[src/sv/dbd_pkg.sv]
`timescale 1ns / 1ps
package dbd_pkg;

    localparam int YEAR_W  = 14;
    localparam int MONTH_W = 4;
    localparam int DAY_W   = 5;
    localparam int COUNT_W = 22;
    localparam int NUM_W   = 24;
    localparam int POS_W   = 10;
    localparam int BEF_W   = 23;
    localparam int IN_W    = 48;
    localparam int OUT_W   = 24;

    localparam logic [12:0] DIV25_MUL   = 13'd5243;
    localparam int          DIV25_SHIFT = 17;

    typedef logic [NUM_W-1:0] t_day_num;

    function automatic logic [POS_W-1:0] month_start(input logic [MONTH_W-1:0] m);
        logic [POS_W-1:0] v;
        case (m)
            4'd0:    v = 10'h3E1;
            4'd1:    v = 10'd0;
            4'd2:    v = 10'd31;
            4'd3:    v = 10'd59;
            4'd4:    v = 10'd90;
            4'd5:    v = 10'd120;
            4'd6:    v = 10'd151;
            4'd7:    v = 10'd181;
            4'd8:    v = 10'd212;
            4'd9:    v = 10'd243;
            4'd10:   v = 10'd273;
            4'd11:   v = 10'd304;
            default: v = 10'd334;
        endcase
        return v;
    endfunction

endpackage

[src/sv/dbd_day_num.sv]
`timescale 1ns / 1ps
module dbd_day_num (
    input  logic                           i_clk,
    input  logic                           i_en,
    input  logic [dbd_pkg::YEAR_W-1:0]     i_year,
    input  logic [dbd_pkg::MONTH_W-1:0]    i_month,
    input  logic [dbd_pkg::DAY_W-1:0]      i_day,
    output dbd_pkg::t_day_num              o_num
);

    logic [12:0] w_x100;
    logic [10:0] w_x400;
    logic [11:0] w_y4;
    logic [9:0]  w_y16;

    logic [22:0] r_y365;
    logic [12:0] r_u4;
    logic [25:0] r_q100;
    logic [23:0] r_q400;
    logic [24:0] r_qy4;
    logic [22:0] r_qy16;
    logic [11:0] r_y4;
    logic [9:0]  r_y16;
    logic [dbd_pkg::POS_W-1:0] r_base;
    logic        r_ge3;
    logic        r_mod4;

    logic [8:0]  w_c100;
    logic [6:0]  w_c400;
    logic [7:0]  w_q4;
    logic [5:0]  w_q16;
    logic [11:0] w_q4x25;
    logic [9:0]  w_q16x25;
    logic        w_leap;

    logic [dbd_pkg::BEF_W-1:0] r_before;
    logic [dbd_pkg::POS_W-1:0] r_pos;
    dbd_pkg::t_day_num         r_num;

    assign w_x100 = 13'((15'(i_year) + 15'd99) >> 2);
    assign w_x400 = 11'((15'(i_year) + 15'd399) >> 4);
    assign w_y4   = i_year[13:2];
    assign w_y16  = i_year[13:4];

    always_ff @(posedge i_clk) begin
        if (i_en) begin
            r_y365 <= 23'(i_year) * 23'd365;
            r_u4   <= 13'((15'(i_year) + 15'd3) >> 2);
            r_q100 <= 26'(w_x100) * 26'(dbd_pkg::DIV25_MUL);
            r_q400 <= 24'(w_x400) * 24'(dbd_pkg::DIV25_MUL);
            r_qy4  <= 25'(w_y4) * 25'(dbd_pkg::DIV25_MUL);
            r_qy16 <= 23'(w_y16) * 23'(dbd_pkg::DIV25_MUL);
            r_y4   <= w_y4;
            r_y16  <= w_y16;
            r_base <= dbd_pkg::month_start(i_month) + 10'(i_day);
            r_ge3  <= (i_month >= 4'd3);
            r_mod4 <= (i_year[1:0] == 2'd0);
        end
    end

    assign w_c100   = 9'(r_q100 >> dbd_pkg::DIV25_SHIFT);
    assign w_c400   = 7'(r_q400 >> dbd_pkg::DIV25_SHIFT);
    assign w_q4     = 8'(r_qy4 >> dbd_pkg::DIV25_SHIFT);
    assign w_q16    = 6'(r_qy16 >> dbd_pkg::DIV25_SHIFT);
    assign w_q4x25  = 12'(w_q4) * 12'd25;
    assign w_q16x25 = 10'(w_q16) * 10'd25;
    assign w_leap   = r_mod4 && ((r_y4 != w_q4x25) || (r_y16 == w_q16x25 && r_y4[1:0] == 2'd0));

    always_ff @(posedge i_clk) begin
        if (i_en) begin
            r_before <= r_y365 + 23'(r_u4) - 23'(w_c100) + 23'(w_c400);
            r_pos    <= r_base + 10'(w_leap && r_ge3);
            r_num    <= {1'b0, r_before} + {{(dbd_pkg::NUM_W-dbd_pkg::POS_W){r_pos[9]}}, r_pos};
        end
    end

    assign o_num = r_num;

endmodule

[src/sv/dbd_abs_diff.sv]
`timescale 1ns / 1ps
module dbd_abs_diff (
    input  logic                          i_clk,
    input  logic                          i_en,
    input  dbd_pkg::t_day_num             i_num_a,
    input  dbd_pkg::t_day_num             i_num_b,
    output logic [dbd_pkg::COUNT_W-1:0]   o_count
);

    logic [dbd_pkg::NUM_W:0]     r_diff;
    logic [dbd_pkg::NUM_W:0]     w_mag;
    logic [dbd_pkg::COUNT_W-1:0] r_count;

    assign w_mag = r_diff[dbd_pkg::NUM_W] ? (~r_diff + 25'd1) : r_diff;

    always_ff @(posedge i_clk) begin
        if (i_en) begin
            r_diff  <= {i_num_a[dbd_pkg::NUM_W-1], i_num_a}
                     - {i_num_b[dbd_pkg::NUM_W-1], i_num_b};
            r_count <= (w_mag[dbd_pkg::NUM_W:dbd_pkg::COUNT_W] != 3'd0)
                     ? {dbd_pkg::COUNT_W{1'b1}} : w_mag[dbd_pkg::COUNT_W-1:0];
        end
    end

    assign o_count = r_count;

endmodule

[src/sv/days_between_dates.sv]
`timescale 1ns / 1ps
// Absolute number of days between two Gregorian dates (4/100/400 leap rule),
// zero for equal dates; the dates may come in either order and are not checked.
// A date pair is taken every cycle while s_axis_tready is high; its count
// passes through registered stages: three stages build each day number, two
// form the saturated difference, one is the output register. A two-entry
// output buffer (output register plus skid) holds results under back-pressure;
// s_axis_tready drops, and the pipeline holds, only when both entries are full.
module days_between_dates (
    input  logic                        i_clk,
    input  logic                        i_rst_n,
    input  logic                        s_axis_tvalid,
    output logic                        s_axis_tready,
    // year_a[13:0], month_a[17:14], day_a[22:18], year_b[36:23], month_b[40:37],
    // day_b[45:41], zero pad[47:46]
    input  logic [dbd_pkg::IN_W-1:0]    s_axis_tdata,
    output logic                        m_axis_tvalid,
    input  logic                        m_axis_tready,
    // day_count[21:0], zero pad[23:22]
    output logic [dbd_pkg::OUT_W-1:0]   m_axis_tdata
);

    logic                        w_en;
    logic [4:0]                  r_vld;
    dbd_pkg::t_day_num           w_num_a;
    dbd_pkg::t_day_num           w_num_b;
    logic [dbd_pkg::COUNT_W-1:0] w_count;
    logic                        r_out_vld;
    logic [dbd_pkg::COUNT_W-1:0] r_out;
    logic                        r_skid_vld;
    logic [dbd_pkg::COUNT_W-1:0] r_skid;
    logic                        w_out_free;

    assign w_en          = !r_skid_vld;
    assign s_axis_tready = w_en;
    assign w_out_free    = !r_out_vld || m_axis_tready;

    dbd_day_num u_num_a (
        .i_clk   (i_clk),
        .i_en    (w_en),
        .i_year  (s_axis_tdata[13:0]),
        .i_month (s_axis_tdata[17:14]),
        .i_day   (s_axis_tdata[22:18]),
        .o_num   (w_num_a)
    );

    dbd_day_num u_num_b (
        .i_clk   (i_clk),
        .i_en    (w_en),
        .i_year  (s_axis_tdata[36:23]),
        .i_month (s_axis_tdata[40:37]),
        .i_day   (s_axis_tdata[45:41]),
        .o_num   (w_num_b)
    );

    dbd_abs_diff u_diff (
        .i_clk   (i_clk),
        .i_en    (w_en),
        .i_num_a (w_num_a),
        .i_num_b (w_num_b),
        .o_count (w_count)
    );

    always_ff @(posedge i_clk) begin
        if (!i_rst_n) begin
            r_vld <= '0;
        end else if (w_en) begin
            r_vld <= {r_vld[3:0], s_axis_tvalid};
        end
    end

    // drain skid first, else take the pipeline result or park it in the skid, else retire the taken output
    always_ff @(posedge i_clk) begin
        if (!i_rst_n) begin
            r_out_vld  <= 1'b0;
            r_skid_vld <= 1'b0;
        end else if (r_skid_vld) begin
            if (w_out_free) begin
                r_out      <= r_skid;
                r_out_vld  <= 1'b1;
                r_skid_vld <= 1'b0;
            end
        end else if (r_vld[4]) begin
            if (w_out_free) begin
                r_out     <= w_count;
                r_out_vld <= 1'b1;
            end else begin
                r_skid     <= w_count;
                r_skid_vld <= 1'b1;
            end
        end else if (m_axis_tready) begin
            r_out_vld <= 1'b0;
        end
    end

    assign m_axis_tvalid = r_out_vld;
    assign m_axis_tdata  = {{(dbd_pkg::OUT_W-dbd_pkg::COUNT_W){1'b0}}, r_out};

endmodule
[config.mk]
export PLATFORM = sky130hd
export DESIGN_NAME = days_between_dates
export DESIGN_NICKNAME = d
export VERILOG_FILES = /design/src/sv/dbd_pkg.sv /design/src/sv/dbd_day_num.sv /design/src/sv/dbd_abs_diff.sv /design/src/sv/days_between_dates.sv
export SDC_FILE = /design/constraint.sdc
export NUM_CORES = 2
export LEC_CHECK = 0
export BUFFER_PORTS_ARGS = -buffer_cell sky130_fd_sc_hd__buf_2
export CORE_UTILIZATION = 60
export DETAILED_ROUTE_END_ITERATION = 7
export GPL_TIMING_DRIVEN = 0
export PLACE_DENSITY = 0.86
export SLEW_MARGIN = 15
export SYNTH_ARGS = -nofsm -noshare
export SYNTH_HDL_FRONTEND = slang
export SYNTH_SLANG_ARGS = --single-unit
export TNS_END_PERCENT = 20
[constraint.sdc]
create_clock -name i_clk -period 9.8 [get_ports i_clk]
set_input_delay 0.98 -clock i_clk [delete_from_list [all_inputs] [get_ports i_clk]]
set_output_delay 0.98 -clock i_clk [all_outputs]
set_load 0.1 [all_outputs]
Yosys cells after proc, flatten, opt, wreduce, memory -nomap -nowiden
Memories as Yosys holds them, arrays and structs flattened.
Cells that the tools add are included.
{"block": "totals", "out_inout_bits": 26, "memories": 2, "in_bits": 52, "wordCells": 114, "romBits": 320, "register_bits": 548}
{"name": "(name not given)", "depth": 16, "word_bits": 10, "rd": 1, "rd_clocked_by_memory_dff": 0, "wr": 0, "line": "dbd_pkg.sv:21", "rtl": "case (m)"}
{"name": "(name not given)", "depth": 16, "word_bits": 10, "rd": 1, "rd_clocked_by_memory_dff": 0, "wr": 0, "line": "dbd_pkg.sv:21"}
{"block": "classes", "n_eq_ne": 4, "reduce_logical": 20, "n_mux": 14, "mul": 14, "add_sub_neg": 20, "order_cmp": 2, "bitwise_logic": 3}
{"cell": "$mux W22", "count": 4}
{"cell": "$mul A13 B13 Y26 const B", "count": 2}
{"cell": "$mul A12 B13 Y25 const B", "count": 2}
{"cell": "$add A23 B24 Y24", "count": 2}
{"cell": "$mul A11 B13 Y24 const B", "count": 2}
{"cell": "$add A23 B13 Y23", "count": 2}
{"cell": "$add A23 B7 Y23", "count": 2}
{"cell": "$mul A10 B13 Y23 const B", "count": 2}
{"cell": "$mul A14 B9 Y23 const B", "count": 2}
{"cell": "$sub A23 B9 Y23", "count": 2}
{"cell": "$add A14 B2 Y15 const B", "count": 2}
{"cell": "$add A14 B7 Y15 const B", "count": 2}
{"cell": "$add A14 B9 Y15 const B", "count": 2}
{"cell": "$add A25 B1 Y25 const B", "count": 1}
{"cell": "$mux W25", "count": 1}
{"cell": "$not A25 Y25", "count": 1}
{"cell": "$sub A24 B24 Y25", "count": 1}
{"cell": "$mul A8 B5 Y12 const B", "count": 2}
{"cell": "$ne A12 B12 Y1", "count": 2}
{"cell": "$add A10 B1 Y10", "count": 2}
{"cell": "$add A10 B5 Y10", "count": 2}
{"cell": "$eq A10 B10 Y1", "count": 2}
{"cell": "$mul A6 B5 Y10 const B", "count": 2}
{"cell": "$mux W10", "count": 2}
{"cell": "11 further kinds", "count": 31}

Longest topological paths before layout
{"block": "depth", "word_depth": 7, "depth_mapped": 29, "mapped_depth_nobuf": 29}

Cells and area by module
From an unflattened synthesis, not the netlist that was laid out.
{"block": "hier_totals", "hier_cells": 4521, "hier_area_um2": 47339.2}
{"mod": "dbd_day_num at u_num_a", "seq_area_each_um2": 4414.2, "n_inst": 1, "area_each_um2": 21018.9, "cells_per_inst": 2034}
{"mod": "dbd_day_num at u_num_b", "seq_area_each_um2": 4414.2, "n_inst": 1, "area_each_um2": 20917.6, "cells_per_inst": 2015}
{"mod": "dbd_abs_diff", "seq_area_each_um2": 1411.4, "n_inst": 1, "area_each_um2": 3517.1, "cells_per_inst": 374}
{"mod": "days_between_dates", "seq_area_each_um2": 1461.4, "n_inst": 1, "area_each_um2": 1885.6, "cells_per_inst": 98}

Worst setup path before layout
OpenSTA, ideal clock, no wires.
{"block": "synth_timing", "path_type": "flip-flop to flip-flop", "from": "register r_skid_vld", "to": "register r_skid[0] (netlist name), enable pin", "required_time_ps": 9419, "arrival_time_ps": 9279, "synth_period_minus_slack_ps": 9661, "n_path_buf": 1, "setup_ps": 381, "slack_ps": 139, "path_stages_with_launch": 4, "path_cell_list": "dfxtp_1 > clkbuf_1 > inv_1 > and4_1"}
{"block": "synth_between", "elab_chain_cells": 2}
{"element": "from (decl)", "line": "days_between_dates.sv:30", "rtl": "logic r_skid_vld;"}
{"element": "from (signal assigned)", "line": "days_between_dates.sv:76", "rtl": "r_skid_vld <= 1'b0;"}
{"element": "from (signal assigned)", "line": "days_between_dates.sv:81", "rtl": "r_skid_vld <= 1'b0;"}
{"element": "from (signal assigned)", "line": "days_between_dates.sv:89", "rtl": "r_skid_vld <= 1'b1;"}
{"element": "$not A1 Y1 (no line)"}
{"element": "$reduce_and A4 Y1 (no line)"}
{"element": "to (signal assigned)", "line": "days_between_dates.sv:88", "rtl": "r_skid <= w_count;"}
{"element": "to (decl)", "line": "days_between_dates.sv:31", "rtl": "logic [dbd_pkg::COUNT_W-1:0] r_skid;"}
Every way passes these cells.
A chain may end at the register's enable or synchronous reset.

Final worst setup path
{"block": "layout_timing", "from": "input port s_axis_tdata[4] (netlist name)", "to": "register u_num_a.r_q400[23], data pin"}
{"block": "layout_between", "elab_chain_cells": 2}
{"element": "from (decl)", "line": "days_between_dates.sv:16", "rtl": "input logic [dbd_pkg::IN_W-1:0] s_axis_tdata,"}
{"element": "$add A14 B9 Y15", "line": "dbd_day_num.sv:41", "rtl": "assign w_x400 = 11'((15'(i_year) + 15'd399) >> 4);"}
{"element": "$mul A11 B13 Y24", "line": "dbd_day_num.sv:50", "rtl": "r_q400 <= 24'(w_x400) * 24'(dbd_pkg::DIV25_MUL);"}
{"element": "to (signal assigned)", "line": "dbd_day_num.sv:50"}
{"element": "to (decl)", "line": "dbd_day_num.sv:19", "rtl": "logic [23:0] r_q400;"}
Every way passes these cells.

==> results_dict.tcl <==
set metrics [dict create \
    critical_path_required_ps 10130 \
    synth_warnings 0 \
    die_h_microns 278 \
    postLayoutCoreUtil_pct 65.2 \
    h-tree-depth 2 \
    period_share_pct 79.1 \
    place_congestion 0.930 \
    drt_iter0_markers 1843 \
    cts.repair.resized 0 \
    ant_nets 0 \
    dp.cells 5322 \
    syn_to_final_growth_pct 6.68 \
    root_buffer "clkbuf_16" \
    tritoncts "done" \
    cts_buffers 41 \
    ys_ff_latch 392 \
    cpMaxStageDelayCell "fa_1" \
    crit_path_frequent_cell "fa_1" \
    drv_cap 0 \
    track_usage_pct 25.0 \
    grt-busiest-layer "met2" \
    synth.top_cell.area_share_pct 25.2 \
    grt_pass1_wl_mm 157 \
    cp.arrival_ps 8090 \
    tns_ps 0 \
    hold_depth 0 \
    start_kind "primary input" \
    syn_inst 4277 \
    overflow 0 \
    final.setup_skew_ps 22.8 \
    syn_area_per_cell_sq_um 10.7 \
    final_cells 5396 \
    post-place-ws_ps 1490 \
    outcome "complete, no violations" \
    crit_type "primary input to register" \
    routed_via_density 5.64 \
    fmax_mhz 129 \
    synthesis.area_sq_um 45800 \
    clockBufferDepth 3 \
    hold_path.class "register to register" \
    drtPass1Iterations 8 \
    cts.sinks 392 \
    synth_area_leaders "edfxtp_1, ha_1, fa_1, inv_1, xnor2_1" \
    yosysSeqAreaShare_pct 25.5 \
    hold_violations 0 \
    vias 30412 \
    cts_hold_buf 0 \
    cts_setup_buffers 0 \
    port_buffers 71 \
    wirelength_mm 93.9 \
    synth_largest_area_cell "edfxtp_1" \
    std_cell_rows 100 \
    use_met2_pct 44.8 \
    drive_gt1_share_pct 4.56 \
    layout_setup_ws_ps 2050 \
    irDropWorstVdd_mv 0.258 \
    place_area_sq_um 47500 \
    path_cells "buf_2 -> inv_1 -> a211oi_1 -> a21o_1 -> a21o_1 -> and3_1 -> xnor2_1 -> fa_1 -> fa_1 -> inv_1 -> fa_1 -> inv_1 -> fa_1 -> fa_1 -> ha_1 -> a2111o_1 -> a211oi_1 -> a311oi_1 -> a41o_1 -> a21oi_1 -> nor2b_1 -> nor2_1 -> xnor2_1" \
    power_density_nw_per_um2 364 \
    setup_viol 0 \
    gr-usage-met3_pct 3.37 \
    wire_per_inst_microns 17.4 \
    clk_pin_slew_ps 60 \
    grt_use_met1_pct 30.6 \
    worstPathMaxFanout 17 \
    ys.flop_type "edfxtp_1" \
    max_slew_margin_pct 26.7 \
    clkLatencyLatePin_ps 590 \
    cp_slowest_stage_delay_ps 570 \
    cellLeakagePower_uw 0.0244 \
    rsz0062_at_grt "false" \
    grt_pass1_vias 32637 \
    io_pins 78 \
    worstMarginPinSlew_ps 1090 \
    dpl.hpwl_mm 76.8 \
    grt_max_degree 119 \
    synth_edf_count 385 \
    core-area_sq_um 74900 \
    die_x_microns 278 \
    dieArea_sq_um 77500 \
    reg2reg_depth 19 \
    end_kind "register" \
    async_flop_share_pct 0 \
    stdcell_area_sq_um 48900 \
    synthDistinctLibCells 79 \
    drc 0 \
    finalNetCount 5797 \
    start_util_pct 61.1 \
    period_needed_ps 7750 \
    grt_antenna_before_repair 1 \
    slew_violations 0 \
]
per-stage QoR:
step / total power (uW) / hold slack [ps]
floorplan: 13100 / 422
global placement: 15200 / 435
global route: 19700 / 458
finish: 17800 / 451
CTS: 17800 / 450
detailed placement: 16000 / 434
synth_stat cells, drive strengths merged, types with 5 or more instances:
cell,n
inv,953
ha,911
fa,438
edfxtp,385
xnor2,257
a21oi,166
nand2,140
nor2,126
o21ai,123
xor2,108
a21o,81
nand3,60
nor2b,47
nor3,42
o21a,33
and3,31
clkbuf,26
mux2,25
o21bai,25
nand4,24
nand2b,23
o211ai,18
a211oi,17
o31ai,15
nor4,14
or2,14
or3,14
a31o,11
a31oi,11
o41ai,11
o31a,10
and2,9
mux2i,9
a21boi,8
and4,8
a211o,7
dfxtp,7
or4,7
a41o,6
a22o,5
a311oi,5
a41oi,5
buf,5
path summary, 6_finish.rpt:
check / slack [ps] / end / from
max: 2050 / u_num_a.r_q400[23]$_DFFE_PN_ / s_axis_tdata[4]
min: 450 / r_skid[18]$_DFFE_PP_ / u_diff.o_count[18]$_SDFFCE_PP1N_
max reg2reg: 4710 / u_num_b.r_pos[8]$_DFFE_PN_ / u_num_b.r_qy4[19]$_DFFE_PN_
min reg2reg: 450 / r_skid[18]$_DFFE_PP_ / u_diff.o_count[18]$_SDFFCE_PP1N_
kinds of logic (layout without fill, tap and decap cells):
logic type / after synthesis / count (layout) / share of synthesized area (%)
fa+ha+maj: 1349 / 1349 / 44.0
buf+inv: 984 / 1132 / 8.08
compound gates: 581 / 581 / 8.34
simple gates: 571 / 571 / 6.24
flops: 392 / 392 / 25.5
xor+xnor: 365 / 365 / 6.98
mux: 34 / 34 / 0.811
other cells: 1 / 3 / 0.00818
state kept, by name (all words and copies together) (netlist names), 12 cells and up:
signal / flops
u_num_a.r_y365: 23
r_skid: 22
u_num_b.r_u4: 12
u_num_a.o_num: 24
r_out: 22
u_num_b.r_y365: 23
u_num_b.o_num: 24
u_diff.r_diff: 25
u_num_a.r_u4: 12
u_num_a.r_before: 23
u_num_b.r_before: 23
u_diff.o_count: 22
worst max-delay path, delay by kind of cell:
kind	cells	cell delay [ps]
adder cells (fa/ha/maj)	6	2700
AO/OA/AOI/OAI	8	2630
buffers and inverters	4	900
AND/OR/NAND/NOR	3	440
XOR/XNOR	2	420
final cells by class:
class / instances / area (sq um)
multi-input cells: 2902 / 30400
clock inverters: 23 / 293
fillers: 5280 / 26100
repair buffers: 75 / 449
well taps: 969 / 1210
flip-flops and latches: 392 / 11700
inverters: 953 / 3580
clock buffers: 50 / 1080
plain buffers: 31 / 128
diodes: 1 / 2.50
power breakdown:
group / total (uW) / switching [uW] / internal (uW)
Sequential: 3290 / 348 / 2940
Combinational: 12900 / 7120 / 5780
Clock: 1620 / 669 / 948
placed cells by master, fill, tap and decap left out, types with 17 or more instances in the layout:
| master | n |
|---|---|
| a21o_1 | 81 |
| a21oi_1 | 162 |
| and3_1 | 31 |
| buf_2 | 74 |
| clkbuf_1 | 34 |
| clkbuf_16 | 42 |
| edfxtp_1 | 385 |
| fa_1 | 438 |
| ha_1 | 911 |
| inv_1 | 952 |
| mux2_2 | 25 |
| nand2_1 | 140 |
| nand2b_1 | 23 |
| nand3_1 | 60 |
| nand4_1 | 24 |
| nor2_1 | 124 |
| nor2b_1 | 47 |
| nor3_1 | 41 |
| o211ai_1 | 17 |
| o21a_1 | 33 |
| o21ai_0 | 68 |
| o21ai_1 | 53 |
| o21bai_1 | 25 |
| xnor2_1 | 256 |
| xor2_1 | 108 |
routing by layer:
layer  routed length [microns]  vias up
li1                          -    14577
met1                     38700    14859
met2                     47600      769
met3                      4520      207
met4                      3130        0
met5                         0        -
Note: power is estimated with default switching activity, not from simulation.
